File: config.mk
export PLATFORM = sky130hd
export DESIGN_NAME = aoqr_mst_table
export DESIGN_NICKNAME = d
export VERILOG_FILES = /design/src/sv/aoqr_pkg.sv /design/src/sv/aoqr_mst_table.sv
export SDC_FILE = /design/constraint.sdc
export NUM_CORES = 2
export LEC_CHECK = 0
export ABC_CLOCK_PERIOD_IN_PS = 2500
export BUFFER_PORTS_ARGS = -buffer_cell sky130_fd_sc_hd__clkbuf_2
export CAP_MARGIN = 20
export CORE_AREA = 2 2 420 589
export CTS_CLUSTER_SIZE = 16
export DETAILED_ROUTE_END_ITERATION = 6
export DIE_AREA = 0 0 422 591
export MAX_ROUTING_LAYER = met4
export PLACE_DENSITY = 0.68
export SETUP_SLACK_MARGIN = 0.2
export SLEW_MARGIN = 30
export SYNTH_ARGS = -nofsm -noshare
export SYNTH_HDL_FRONTEND = slang
export SYNTH_SLANG_ARGS = --single-unit
export TNS_END_PERCENT = 30
File: constraint.sdc
create_clock -name clk -period 2.5 [get_ports clk]
set_clock_uncertainty 0.2 [all_clocks]
set_input_delay 0.5 -clock clk [delete_from_list [all_inputs] [get_ports clk]]
set_output_delay 0.5 -clock clk [all_outputs]
set_load 0.1 [all_outputs]
File: src/sv/aoqr_pkg.sv
`timescale 1ns / 1ps
// ---------------------------------------------------------------------------
// aoqr_pkg
// Shared constants and types for the AND/OR query rank accumulator.
// ---------------------------------------------------------------------------
package aoqr_pkg;

	localparam int DOCS      = 128;
	localparam int MAX_TERMS = 63;

	localparam int ADDR_W  = $clog2(DOCS);
	localparam int MATCH_W = $clog2(MAX_TERMS + 1);
	localparam int CNT_W   = 16;
	localparam int RANK_W  = 24;
	localparam int CMD_W   = 3;
	localparam int DOC_W   = 7;

	localparam logic [RANK_W-1:0] RANK_MAX = {RANK_W{1'b1}};

	localparam logic [CMD_W-1:0] CMD_TERM  = 3'd0;
	localparam logic [CMD_W-1:0] CMD_POST  = 3'd1;
	localparam logic [CMD_W-1:0] CMD_GEND  = 3'd2;
	localparam logic [CMD_W-1:0] CMD_READ  = 3'd3;
	localparam logic [CMD_W-1:0] CMD_CLEAR = 3'd4;

	typedef struct packed {
		logic [CNT_W-1:0]   min_count;
		logic [MATCH_W-1:0] hits;
	} grp_word_t;

	typedef struct packed {
		logic              en;
		logic [ADDR_W-1:0] addr;
		grp_word_t         word;
	} grp_wr_t;

	typedef struct packed {
		logic              en;
		logic [ADDR_W-1:0] addr;
		logic [RANK_W-1:0] rank;
	} mst_wr_t;

endpackage

File: src/sv/aoqr_mst_table.sv
`timescale 1ns / 1ps
// ---------------------------------------------------------------------------
// aoqr_mst_table
// Master table: accumulated rank per document in a synchronous memory,
// with per-entry valid flops that a clear command drops at once.
// ---------------------------------------------------------------------------
module aoqr_mst_table (
	input  logic                        clk,
	input  logic                        arst_n,
	input  logic                        rd_en,
	input  logic [aoqr_pkg::ADDR_W-1:0] rd_addr,
	output logic [aoqr_pkg::RANK_W-1:0] rd_rank,
	input  logic [aoqr_pkg::ADDR_W-1:0] vld_addr,
	output logic                        vld,
	input  aoqr_pkg::mst_wr_t           wr,
	input  logic                        clr_all
);

	logic [aoqr_pkg::RANK_W-1:0] mem [aoqr_pkg::DOCS];
	logic [aoqr_pkg::DOCS-1:0] valid_q;

	always_ff @(posedge clk) begin
		if (wr.en) begin
			mem[wr.addr] <= wr.rank;
		end
		if (rd_en) begin
			rd_rank <= mem[rd_addr];
		end
	end

	always_ff @(posedge clk or negedge arst_n) begin
		if (!arst_n) begin
			valid_q <= '0;
		end else if (clr_all) begin
			valid_q <= '0;
		end else if (wr.en) begin
			valid_q[wr.addr] <= 1'b1;
		end
	end

	assign vld = valid_q[vld_addr];

endmodule

# After elaboration in Yosys (flattened, before gate mapping)
# Memory sizes are Yosys's and may differ from the RTL's. A register that Yosys moved wholly into a read port is not among the register bits.
# Cells that the tools add are included.
# W data, S select, Z words.
# totals
ff_bits,128
latchBits,0
mem_bits_rw,3072
romBits,0
input_bits,50
memories,1
# mem_list
name,depth,word_bits,read_ports,rd_clocked_by_memory_dff,write_ports,line_no,rtl
mem,128,24,1,1,1,aoqr_mst_table.sv:19,logic [aoqr_pkg::RANK_W-1:0] mem [aoqr_pkg::DOCS];
# classes
n_addsub,0
n_mul,0
div_mod_pow,0
magnitude_cmp,3
eq_ne,0
n_shift,0
mux,8
n_bitwise,1
reduce_logical,2
# ops
op,n
$mux W128,2
$or A128 B128 Y128,1
$lt A7 B8 Y1 const B,2
$bmux W1 S7,1
$demux W1 S7,1
$ge A7 B1 Y1 const B,1
$mux W1,4
$reduce_bool A2 Y1,1
$logic_and A1 B1 Y1,1

# Logic depth before layout (Yosys ltp)
# depth
ltp_word,7
mapped_depth,9

# Least setup slack after synthesis
# No wires, ideal clock.
# synth_timing
kind,input to output
start,input vld_addr[1] in the netlist's numbering
end,output vld
arrival_time_ps,2809
t_required_ps,1800
slack_ps,-1009
stages,6
path_buffers,1
cell_sequence,buf_6 > mux4_1 > mux4_2 > and3b_1 > a31oi_1 > nand4_1
# synth_via
elab_chain_len,2
# synth_rtl
element,line_no,rtl
from (decl),aoqr_mst_table.sv:13,"input logic [aoqr_pkg::ADDR_W-1:0] vld_addr,"
$bmux W1 S7,aoqr_mst_table.sv:41,assign vld = valid_q[vld_addr];
$mux W1 (not written as such),aoqr_mst_table.sv:41,
to (decl),aoqr_mst_table.sv:14,"output logic vld,"
# Every way passes these cells. The select of a mux whose other input is x is not followed.

# Worst setup path in the final report
# layout_timing
start,register valid_q[7] in the netlist's numbering
end,output vld
# layout_via
elab_chain_len,2
# layout_rtl
element,line_no,rtl
from (decl),aoqr_mst_table.sv:20,logic [aoqr_pkg::DOCS-1:0] valid_q;
from (signal assigned),aoqr_mst_table.sv:33,valid_q <= '0;
from (signal assigned),aoqr_mst_table.sv:35,valid_q <= '0;
"from (signal, indexed assignment)",aoqr_mst_table.sv:37,valid_q[wr.addr] <= 1'b1;
$bmux W1 S7,aoqr_mst_table.sv:41,
$mux W1 (not written as such),aoqr_mst_table.sv:41,
# Every way passes these cells. The select of a mux whose other input is x is not followed.

==> metrics.txt <==
status=complete, but fails checks; failing checks=design-rule violations, negative setup slack; final hold violations=0; commonest non-fill, non-tap cell in the layout=edfxtp_1; clock root cell=clkbuf_16; Met1 Wirelength=117600 um; CTS tree=done; Pleak=47.70 nW; Mean Syn Cell Area=22.70 um^2; die width=422 um; WP data arrival=3010 ps; global-route wire length before repair=471900 um; WL final=335600 um; Startpoint Class=flip-flop; metal3 WL=29910 um; DRC=1; worst rel slew slack=43.45%; Max Fclk=0.2693 GHz; area of the die=0.2494 mm^2; Via density=6.291; first-iteration detailed-routing DRC count=8079; Core Region=0.2443 mm^2; worst hold slack=31.94 ps; Yosys Warn Count=0; FF-to-FF path depth=9; Synthesized Nets=5400; Setup Viol. Count Final=4; fin crit share=148.5%; GPL Wtd Cong=0.8856; via count=62140; htree depth=5; initial antenna violation count=18; Site Rows=215; Req. time, crit path=1800 ps; peak supply drop=695.8 uV; worst hold path type=in2async; max cap viols=0; Buffers & Inverters on Critical Path=2; # fillers=16750; most frequent cells in the layout=edfxtp_1 (3096), mux4_2 (797), buf_4 (607); Crit path depth=7; IO Pins=75; RSZ-0062 raised after global routing=true; WL/cell=33.97 um; Top delay family on crit path=multiplexers; met2 wire len=171200 um; CTS Buffer Depth=4; largest net degree at the start of global routing=129; Crit Path Category=reg2out; final worst setup slack=-1213 ps; CP max stage delay=500 ps; Overflow after GRT=0; sequential-to-total area share from yosys stat=79.18%; port bufs=74; Initial Util=49.73%; DRT antenna net count=0; most used cell, CP=mux4_2; cts bufs inserted=287; cells along the critical path=mux4_2 -> mux4_2 -> and3b_1 -> a31oi_1 -> nand4_1 -> buf_6 -> buf_12; Crit-path slowest cell=mux4_2; Final Max Slew Viols=0; Net count, final=6454; crit path max fanout=2; Tightest Pin Transition=848.3 ps; DR top layer=met4; HPWL Detailed=206700 um; share of layout cells above drive strength 1=39.11%; Seq cells post-synth=3224; pwr dens=745.9 mW/mm^2; clk_lat worst skew=850 ps; crit path time final=3713 ps; Area Growth Syn to Fin=21.51%; CP Capture Type=primary output; drt pass-1 iters=7; cells after synthesis=5350; Die Y=591 um; Sink Count=3224; Yosys cell types=34; CTS clk-pin slew, worst paths=70 ps; Place WS=-1253 ps; vias in the first global route=63660; synthesized cell area=0.1215 mm^2; Tot GR Track Use=27.61%
## flip-flops by register name (all words and copies together) (netlist names)
signal and cells:
rd_rank 24, mem 3072, valid_q 128
## Yosys cell counts
cell type	number	area [um^2]
mux4_1	7	183.9
or2_2	4	25.02
nand3_1	14	70.07
nor3b_1	1	7.510
buf_1	12	45.04
a2111oi_0	1	8.760
buf_2	87	435.4
or3_1	2	12.51
clkbuf_4	5	37.54
nand2b_1	2	12.51
mux4_2	794	17880
a221oi_1	1	8.760
or2_1	3	18.77
buf_6	49	551.8
a22oi_1	1	7.510
and3b_1	2	17.52
nand4_1	5	31.28
edfxtp_1	3096	92970
buf_8	1	15.01
inv_1	1	3.750
or3b_2	6	52.55
o21ba_2	10	100.1
nand4b_1	2	17.52
buf_4	32	240.2
dfrtp_1	128	3203
o22ai_1	433	2709
nor2b_1	7	43.79
nand3b_1	8	60.06
nor4_1	99	619.3
nor2_1	396	1486
a31oi_1	1	6.260
nand2_1	12	45.04
mux2i_1	9	90.09
clkbuf_1	119	446.7
## per-layer routing
metal	track usage (%)	up-vias
met1	33.86	33380
met2	45.43	3245
met3	4.521	585
met5	-	-
li1	-	24940
met4	12.66	0
## kinds of logic (layout without fill, tap and decap cells)
group	Yosys count	after routing	share of synthesized area [%]
flops	3224	3224	79.18
buf+inv	306	1566	1.462
other cells	0	13	0
compound gates	447	447	2.338
simple gates	563	563	2.075
mux	810	810	14.95
## repair_timing
action,in CTS,in global routing
pin swaps,27,54
hold buffers,25,0
hold endpoints to repair,770,0
endpoints found under the setup margin,49,42
gates resized for setup,236,212
buffers inserted,32,12
cloned,6,3
## stage by stage
| stage | cells | power (mW) | cell area, um^2 | setup TNS (ps) | util (%) |
|---|---|---|---|---|---|
| global route | 9877 | 112.6 | 147600 | -1701 | 60.42 |
| floorplan | 5350 | 63.60 | 121900 | -711200 | - |
| finish | 9878 | 110.1 | 147600 | -1447 | 60.43 |
| global placement | 9291 | 67.24 | 135100 | -25980 | 55.33 |
| CTS | 9850 | 110.2 | 146200 | -1611 | 59.86 |
| detailed placement | 9292 | 67.35 | 135200 | -27430 | 55.34 |
## area by class of cell
cell class	count	area (um^2)	area share, %
inverter	1	3.754	0.002543
timing repair buffer	1070	12680	8.593
antenna	13	32.53	0.02204
clock inverter	135	1212	0.8214
sequential	3224	96170	65.16
clock buffer	360	7710	5.224
multi-input combinational	1820	25710	17.42
tap	3255	4073	2.759
## path summary, 6_finish.rpt
path                                         startpoint                       to  slack (ps)
worst max-delay path             valid_q[7]$_DFFE_PN0P_                      vld       -1210
worst min-delay path                             arst_n  valid_q[60]$_DFFE_PN0P_          30
worst min register to register  valid_q[27]$_DFFE_PN0P_  valid_q[27]$_DFFE_PN0P_         290
min in group clk                                 wr[17]    mem[48][17]$_DFFE_PP_          70
worst max register to register    mem[103][7]$_DFFE_PP_     rd_rank[7]$_DFFE_PP_          40
max in group asynchronous                        arst_n  valid_q[95]$_DFFE_PN0P_        1370
## report_power, final
part	switching [mW]	internal, mW	leakage [nW]	total (mW)
clock	19.0	24.1	4.38	43.1
combinational	4.34	3.15	13.7	7.49
sequential	0.143	59.4	29.6	59.6
total	23.5	86.6	47.7	110
No activity file was read; power rests on OpenSTA's default activity.
