--- src/sv/aoqr_pkg.sv ---
`timescale 1ns / 1ps
// ---------------------------------------------------------------------------
// aoqr_pkg
// Shared constants and types for the AND/OR query rank accumulator.
// ---------------------------------------------------------------------------
package aoqr_pkg;

	localparam int DOCS      = 128;
	localparam int MAX_TERMS = 63;

	localparam int ADDR_W  = $clog2(DOCS);
	localparam int MATCH_W = $clog2(MAX_TERMS + 1);
	localparam int CNT_W   = 16;
	localparam int RANK_W  = 24;
	localparam int CMD_W   = 3;
	localparam int DOC_W   = 7;

	localparam logic [RANK_W-1:0] RANK_MAX = {RANK_W{1'b1}};

	localparam logic [CMD_W-1:0] CMD_TERM  = 3'd0;
	localparam logic [CMD_W-1:0] CMD_POST  = 3'd1;
	localparam logic [CMD_W-1:0] CMD_GEND  = 3'd2;
	localparam logic [CMD_W-1:0] CMD_READ  = 3'd3;
	localparam logic [CMD_W-1:0] CMD_CLEAR = 3'd4;

	typedef struct packed {
		logic [CNT_W-1:0]   min_count;
		logic [MATCH_W-1:0] hits;
	} grp_word_t;

	typedef struct packed {
		logic              en;
		logic [ADDR_W-1:0] addr;
		grp_word_t         word;
	} grp_wr_t;

	typedef struct packed {
		logic              en;
		logic [ADDR_W-1:0] addr;
		logic [RANK_W-1:0] rank;
	} mst_wr_t;

endpackage

--- src/sv/aoqr_grp_table.sv ---
`timescale 1ns / 1ps
// ---------------------------------------------------------------------------
// aoqr_grp_table
// Group table: min count and match count per document in a synchronous
// memory, with per-entry valid flops that clear together at group end.
// ---------------------------------------------------------------------------
module aoqr_grp_table (
	input  logic                       clk,
	input  logic                       arst_n,
	input  logic                       rd_en,
	input  logic [aoqr_pkg::ADDR_W-1:0] rd_addr,
	output aoqr_pkg::grp_word_t        rd_word,
	input  logic [aoqr_pkg::ADDR_W-1:0] vld_addr,
	output logic                       vld,
	input  aoqr_pkg::grp_wr_t          wr,
	input  logic                       clr_all
);

	aoqr_pkg::grp_word_t mem [aoqr_pkg::DOCS];
	logic [aoqr_pkg::DOCS-1:0] valid_q;

	always_ff @(posedge clk) begin
		if (wr.en) begin
			mem[wr.addr] <= wr.word;
		end
		if (rd_en) begin
			rd_word <= mem[rd_addr];
		end
	end

	always_ff @(posedge clk or negedge arst_n) begin
		if (!arst_n) begin
			valid_q <= '0;
		end else if (clr_all) begin
			valid_q <= '0;
		end else if (wr.en) begin
			valid_q[wr.addr] <= 1'b1;
		end
	end

	assign vld = valid_q[vld_addr];

endmodule

--- config.mk ---
export PLATFORM = sky130hd
export DESIGN_NAME = aoqr_grp_table
export DESIGN_NICKNAME = d
export VERILOG_FILES = /design/src/sv/aoqr_pkg.sv /design/src/sv/aoqr_grp_table.sv
export SDC_FILE = /design/constraint.sdc
export NUM_CORES = 2
export LEC_CHECK = 0
export CORE_ASPECT_RATIO = 0.7
export CORE_UTILIZATION = 65
export CTS_CLUSTER_SIZE = 10
export DETAILED_ROUTE_END_ITERATION = 16
export DONT_BUFFER_PORTS = 1
export PLACE_DENSITY = 0.81
export SYNTH_ARGS = -nofsm -noshare
export SYNTH_HDL_FRONTEND = slang
export SYNTH_SLANG_ARGS = --single-unit
--- constraint.sdc ---
create_clock -name clk -period 4 [get_ports clk]
set_input_delay 0.4 -clock clk [delete_from_list [all_inputs] [get_ports clk]]
set_output_delay 0.4 -clock clk [all_outputs]
set_load 0.01 [all_outputs]
[After elaboration in Yosys (flattened, before gate mapping)]
Memories as Yosys holds them, arrays and structs flattened. A register that Yosys moved wholly into a read port is not among the register bits.
Cells that the tools add are included.
Operators by class
  magnitude comparators: 3
  reduce and logical (&&, ||, !) cells: 2
  mux-type cells: 8
  bitwise logic cells: 1
Operators by type and width (count)
  $mux 128: 2
  $or 128x128->128: 1
  $lt 7x8->1 const B: 2
  $bmux 1 s7: 1
  $demux 1 s7: 1
  $ge 7x1->1 const B: 1
  $mux 1: 4
  $reduce_bool 2->1: 1
  $logic_and 1x1->1: 1
Storage, ports and cells
  output and inout bits: 23
  logic and storage cells: 16
  memory bits (writable): 2816
  register bits: 128
  memories kept: 1
Memories
  mem: words 128, width 22, rd ports 1, clocked after Yosys merged registers in 1, wr ports 1, RTL line aoqr_grp_table.sv:19  | aoqr_pkg::grp_word_t mem [aoqr_pkg::DOCS];

[Depth between registers and ports, before layout]
  word-level depth: 7
  depth in mapped cells: 9
  mapped depth without buffers: 5

[Worst setup path before layout]
No wires, ideal clock.
  path kind: input to register
  start point: input port wr[22] in the netlist's numbering
  end point: memory mem[108][0] in the netlist's numbering (enable)
  path slack: 1.085 ns
  arrival time: 2.513 ns
  cell stages on the path: 5
  library setup time: 0.402 ns
  required time: 3.598 ns
  path through: clkbuf_1 > or3b_2 > or2_1 > clkbuf_1 > nor2_1
RTL lines
  start, declared: RTL line aoqr_grp_table.sv:15  | input aoqr_pkg::grp_wr_t wr,
  end, declared: RTL line aoqr_grp_table.sv:19
No word-level cell before the write port.

[Final worst setup path]
  start point: register valid_q[0] in the netlist's numbering
  end point: output port vld
On the way
  cells in the longest elaborated chain, start to end: 2
RTL lines
  start, declared: RTL line aoqr_grp_table.sv:20  | logic [aoqr_pkg::DOCS-1:0] valid_q;
  start signal, assigned: RTL line aoqr_grp_table.sv:33  | valid_q <= '0;
  start signal, assigned: RTL line aoqr_grp_table.sv:35  | valid_q <= '0;
  start signal, assigned by index: RTL line aoqr_grp_table.sv:37  | valid_q[wr.addr] <= 1'b1;
  $bmux 1 s7: RTL line aoqr_grp_table.sv:41  | assign vld = valid_q[vld_addr];
  $mux 1 (not written as such): RTL line aoqr_grp_table.sv:41
  end, declared: RTL line aoqr_grp_table.sv:14  | output logic vld,
No other way between the ends. The select of a mux whose other input is x is not followed.

==> results by group <==
Placed design
  • RePlAce Congestion: 0.861
  • IO buf count: 0
  • Placed inst area: 116000 um2
  • DP HPWL: 157 mm
  • Placed cell count: 7203

Layout
  • Post-route design area: 126000 um2
  • Layout cells sized above 1: 0.286
  • Reg area: 88400 um2
  • Final design utilization: 0.744
  • Multi-input logic area: 22200 um2
  • Non-Filler Instances: 7712
  • Layout fillers: 8278
  • P&R area growth vs syn: 12.9%
  • NumNets Final: 5413

Drt
  • Highest metal used: met5
  • Routed wl met2: 156 mm
  • Drt total wl: 341 mm
  • Vias: 60700
  • Antenna-violating nets left: 0
  • DR DRC count: 0
  • M1 WL: 104 mm
  • Drt via density: 7.88
  • Met3 Wirelength: 58.3 mm
  • WL/cell: 44.3 um
  • First-iteration detailed-routing DRC count: 12200
  • DR pass1 iterations: 6

Timing
  • Endpoints failing hold: 0
  • Setup Skew: 0.0574 ns
  • Setup violations, final: 0
  • Minimum clock period: 3.68 ns
  • F_max: 0.272 GHz
  • RSZ-0062 raised after global routing: no
  • WHS: 0.0490 ns
  • Slew Viols, Final: 434
  • Worst-Margin Slew: 3.00 ns
  • Post-route clock period utilization: 0.920
  • Rel. slew slack: -0.999

Power and ir drop
  • Leak: 39.9 nW
  • Sequential share of power: 0.527
  • Pint: 51.1 mW
  • Pwr per Cell Area: 516 nW/um2
  • Peak VDD IR: 512 uV
  • Sw frac: 0.216
  • Clock network fraction of total power: 0.426
  • Total power draw: 65.1 mW
  • Switching pwr: 14.1 mW
  • Power share of the combinational group: 0.047

Worst setup path
  • Required @ worst endpoint: 3.60 ns
  • R2R setup slack: 1.17 ns
  • Slowest cell delay on critical path: 0.54 ns
  • Crit end category: output port
  • Slowest stage cell, crit path: mux4_1
  • Arr. time, crit path: 3.28 ns
  • Critical setup path kind: flop to output port
  • Reg2reg path depth: 6
  • CP bufs+invs: 0
  • Worst setup path start: valid_q[0]
  • Worst-path cell chain: mux4_1 > mux4_2 > and3b_1 > a31oi_1 > nand4_1
  • CP delay by family, top: multiplexers
  • Crit Path Max Fanout: 2
  • R2R Path End: rd_word[20]
  • Critical R2R Launch: mem[115][20]
  • CP Launch Type: flop

Floorplan
  • Core Area: 170000 um2
  • Chip width: 498 um
  • Die height: 349 um
  • Cell Rows: 126
  • Ports: 71
  • Initial core utilization: 0.659
  • Die area: 174000 um2

CTS
  • Clock latency on the worst-skew pair: 0.95 ns
  • CTS tree: done
  • CTS sink cnt: 2966
  • Clock Tree Root: clkbuf_16
  • Setup bufs post-CTS: 0
  • Clock tree buffer depth: 4
  • Total CTS buffers: 346
  • CTS clock-pin slew for the worst setup and hold paths: 0.06 ns
  • CTS H-tree depth: 5

Synthesis
  • FFs w/ async S/R, synth: 0.0432
  • Syn avg cell area: 22.5 um2
  • Ys flop type: edfxtp_1
  • Post-synthesis sequential area ratio: 0.791
  • Post-Syn Instances: 4956
  • Post-synth cell types: 33
  • Synthesized cell area: 112000 um2
  • EDFF count, synth: 2838
  • Mapped Nets: 5004
  • Yosys reg bits: 2966
  • Yosys warns: 0

Hold path
  • Hold Path Class: primary input to flop
  • Worst Hold Depth: 4
  • Hold endpoint: valid_q[24]
  • Min-delay src: wr[25]

Run status
  • Outcome: complete, but fails checks
  • Violated checks: slew limit

Global route
  • Total global-route track usage: 0.394
  • First-pass GRT wire length: 467 mm
  • Largest net degree at the start of global routing: 705
  • Antenna violations before repair: 14
  • Grt total ovfl: 0
  • Number of global-route vias before repair: 60600

Run
  • Max-Cap Viols: 0
-- cells in the mapped netlist, types with 2 or more instances --
| cell type | instances | area share |
|---|---|---|
| nand2b_1 | 2 | 0.00011 |
| buf_1 | 11 | 0.00037 |
| nand2_1 | 12 | 0.00040 |
| nand3b_1 | 8 | 0.00054 |
| nand4b_1 | 2 | 0.00016 |
| nand3_1 | 14 | 0.00063 |
| nor2_1 | 394 | 0.013 |
| clkbuf_1 | 107 | 0.0036 |
| dfrtp_1 | 128 | 0.029 |
| mux4_2 | 731 | 0.15 |
| nand4_1 | 5 | 0.00028 |
| nor4_1 | 91 | 0.0051 |
| buf_4 | 42 | 0.0028 |
| o21ba_2 | 10 | 0.00090 |
| edfxtp_1 | 2838 | 0.76 |
| or2_2 | 3 | 0.00017 |
| o22ai_1 | 397 | 0.022 |
| mux2i_1 | 9 | 0.00081 |
| mux4_1 | 6 | 0.0014 |
| or2_1 | 3 | 0.00017 |
| buf_2 | 94 | 0.0042 |
| and3b_1 | 2 | 0.00016 |
| nor2b_1 | 7 | 0.00039 |
| or3_1 | 2 | 0.00011 |
| buf_6 | 25 | 0.0025 |
| or3b_2 | 6 | 0.00047 |
-- flip-flops by register name (all words and copies together) (netlist names) --
name     flops
mem       2816
rd_word     22
valid_q    128
-- per-stage QoR --
step	TNS (ns)	setup slack, ns
after floorplan	0	1.08
after global placement	-27.29	-1.34
after detailed placement	-28.07	-1.38
after CTS	0	0.300
after global routing	0	0.241
final	0	0.320
-- power by group through the flow --
stage | clock [mW] | sequential (mW) | combinational, mW
CTS | 27.5 | 34.3 | 2.85
detailed placement | 0 | 34.9 | 2.10
global route | 28.8 | 34.3 | 3.02
finish | 27.8 | 34.3 | 3.06
floorplan | 0 | 34.9 | 1.49
global placement | 0 | 34.9 | 2.07
-- kinds of logic after synthesis --
| family | after synthesis | share of synthesized area |
|---|---|---|
| flops | 2966 | 0.791 |
| compound gates | 411 | 0.0234 |
| mux | 746 | 0.150 |
| buf+inv | 280 | 0.0136 |
| simple gates | 553 | 0.0220 |
-- placed cells by master (no fill, tap or decap), types with 26 or more instances in the layout --
| cell | Yosys | final |
|---|---|---|
| mux4_2 | 731 | 731 |
| nor2_2 | 0 | 128 |
| buf_4 | 42 | 265 |
| buf_16 | 0 | 31 |
| clkbuf_1 | 107 | 88 |
| nor4_1 | 91 | 80 |
| clkbuf_16 | 0 | 352 |
| edfxtp_1 | 2838 | 2838 |
| o22ai_1 | 397 | 397 |
| nor2_1 | 394 | 266 |
| dlygate4sd3_1 | 0 | 26 |
| dfrtp_1 | 128 | 128 |
-- per-layer routing --
metal  vias up  track usage
li1      21800            -
met5         -            0
met4         8        0.222
met2      6920        0.589
met1     30700        0.518
met3      1334        0.130
-- worst max-delay path by stage --
stage / to / slack (ns) / cells after the start
floorplan: mem[108][0] / 1.08 / 5
global placement: rd_word[17] / -1.34 / 9
detailed placement: rd_word[17] / -1.38 / 9
CTS: rd_word[15] / 0.30 / 9
global route: rd_word[16] / 0.24 / 7
finish: vld / 0.32 / 5
-- cell type report --
type                            instances  share of cell area
Multi-Input combinational cell       1710               0.176
Timing Repair Buffer                  340              0.0276
Clock buffer                          439              0.0722
Inverter                                1           0.0000298
Sequential cell                      2966               0.701
Clock inverter                          8            0.000754
Antenna cell                            8            0.000159
Tap cell                             2240              0.0222
-- repair_timing --
| action | CTS | global route |
|---|---|---|
| setup endpoints to repair | 22 | 15 |
| cloned | 2 | 1 |
| endpoints found under the hold margin | 3094 | 0 |
| hold buffers | 51 | 0 |
| resized for setup | 0 | 1 |
-- tightest hold or removal path, delay by kind of cell --
family           cells  cell delay, ns
and+or+nand+nor      4            0.56
No activity file was read; power rests on OpenSTA's default activity.
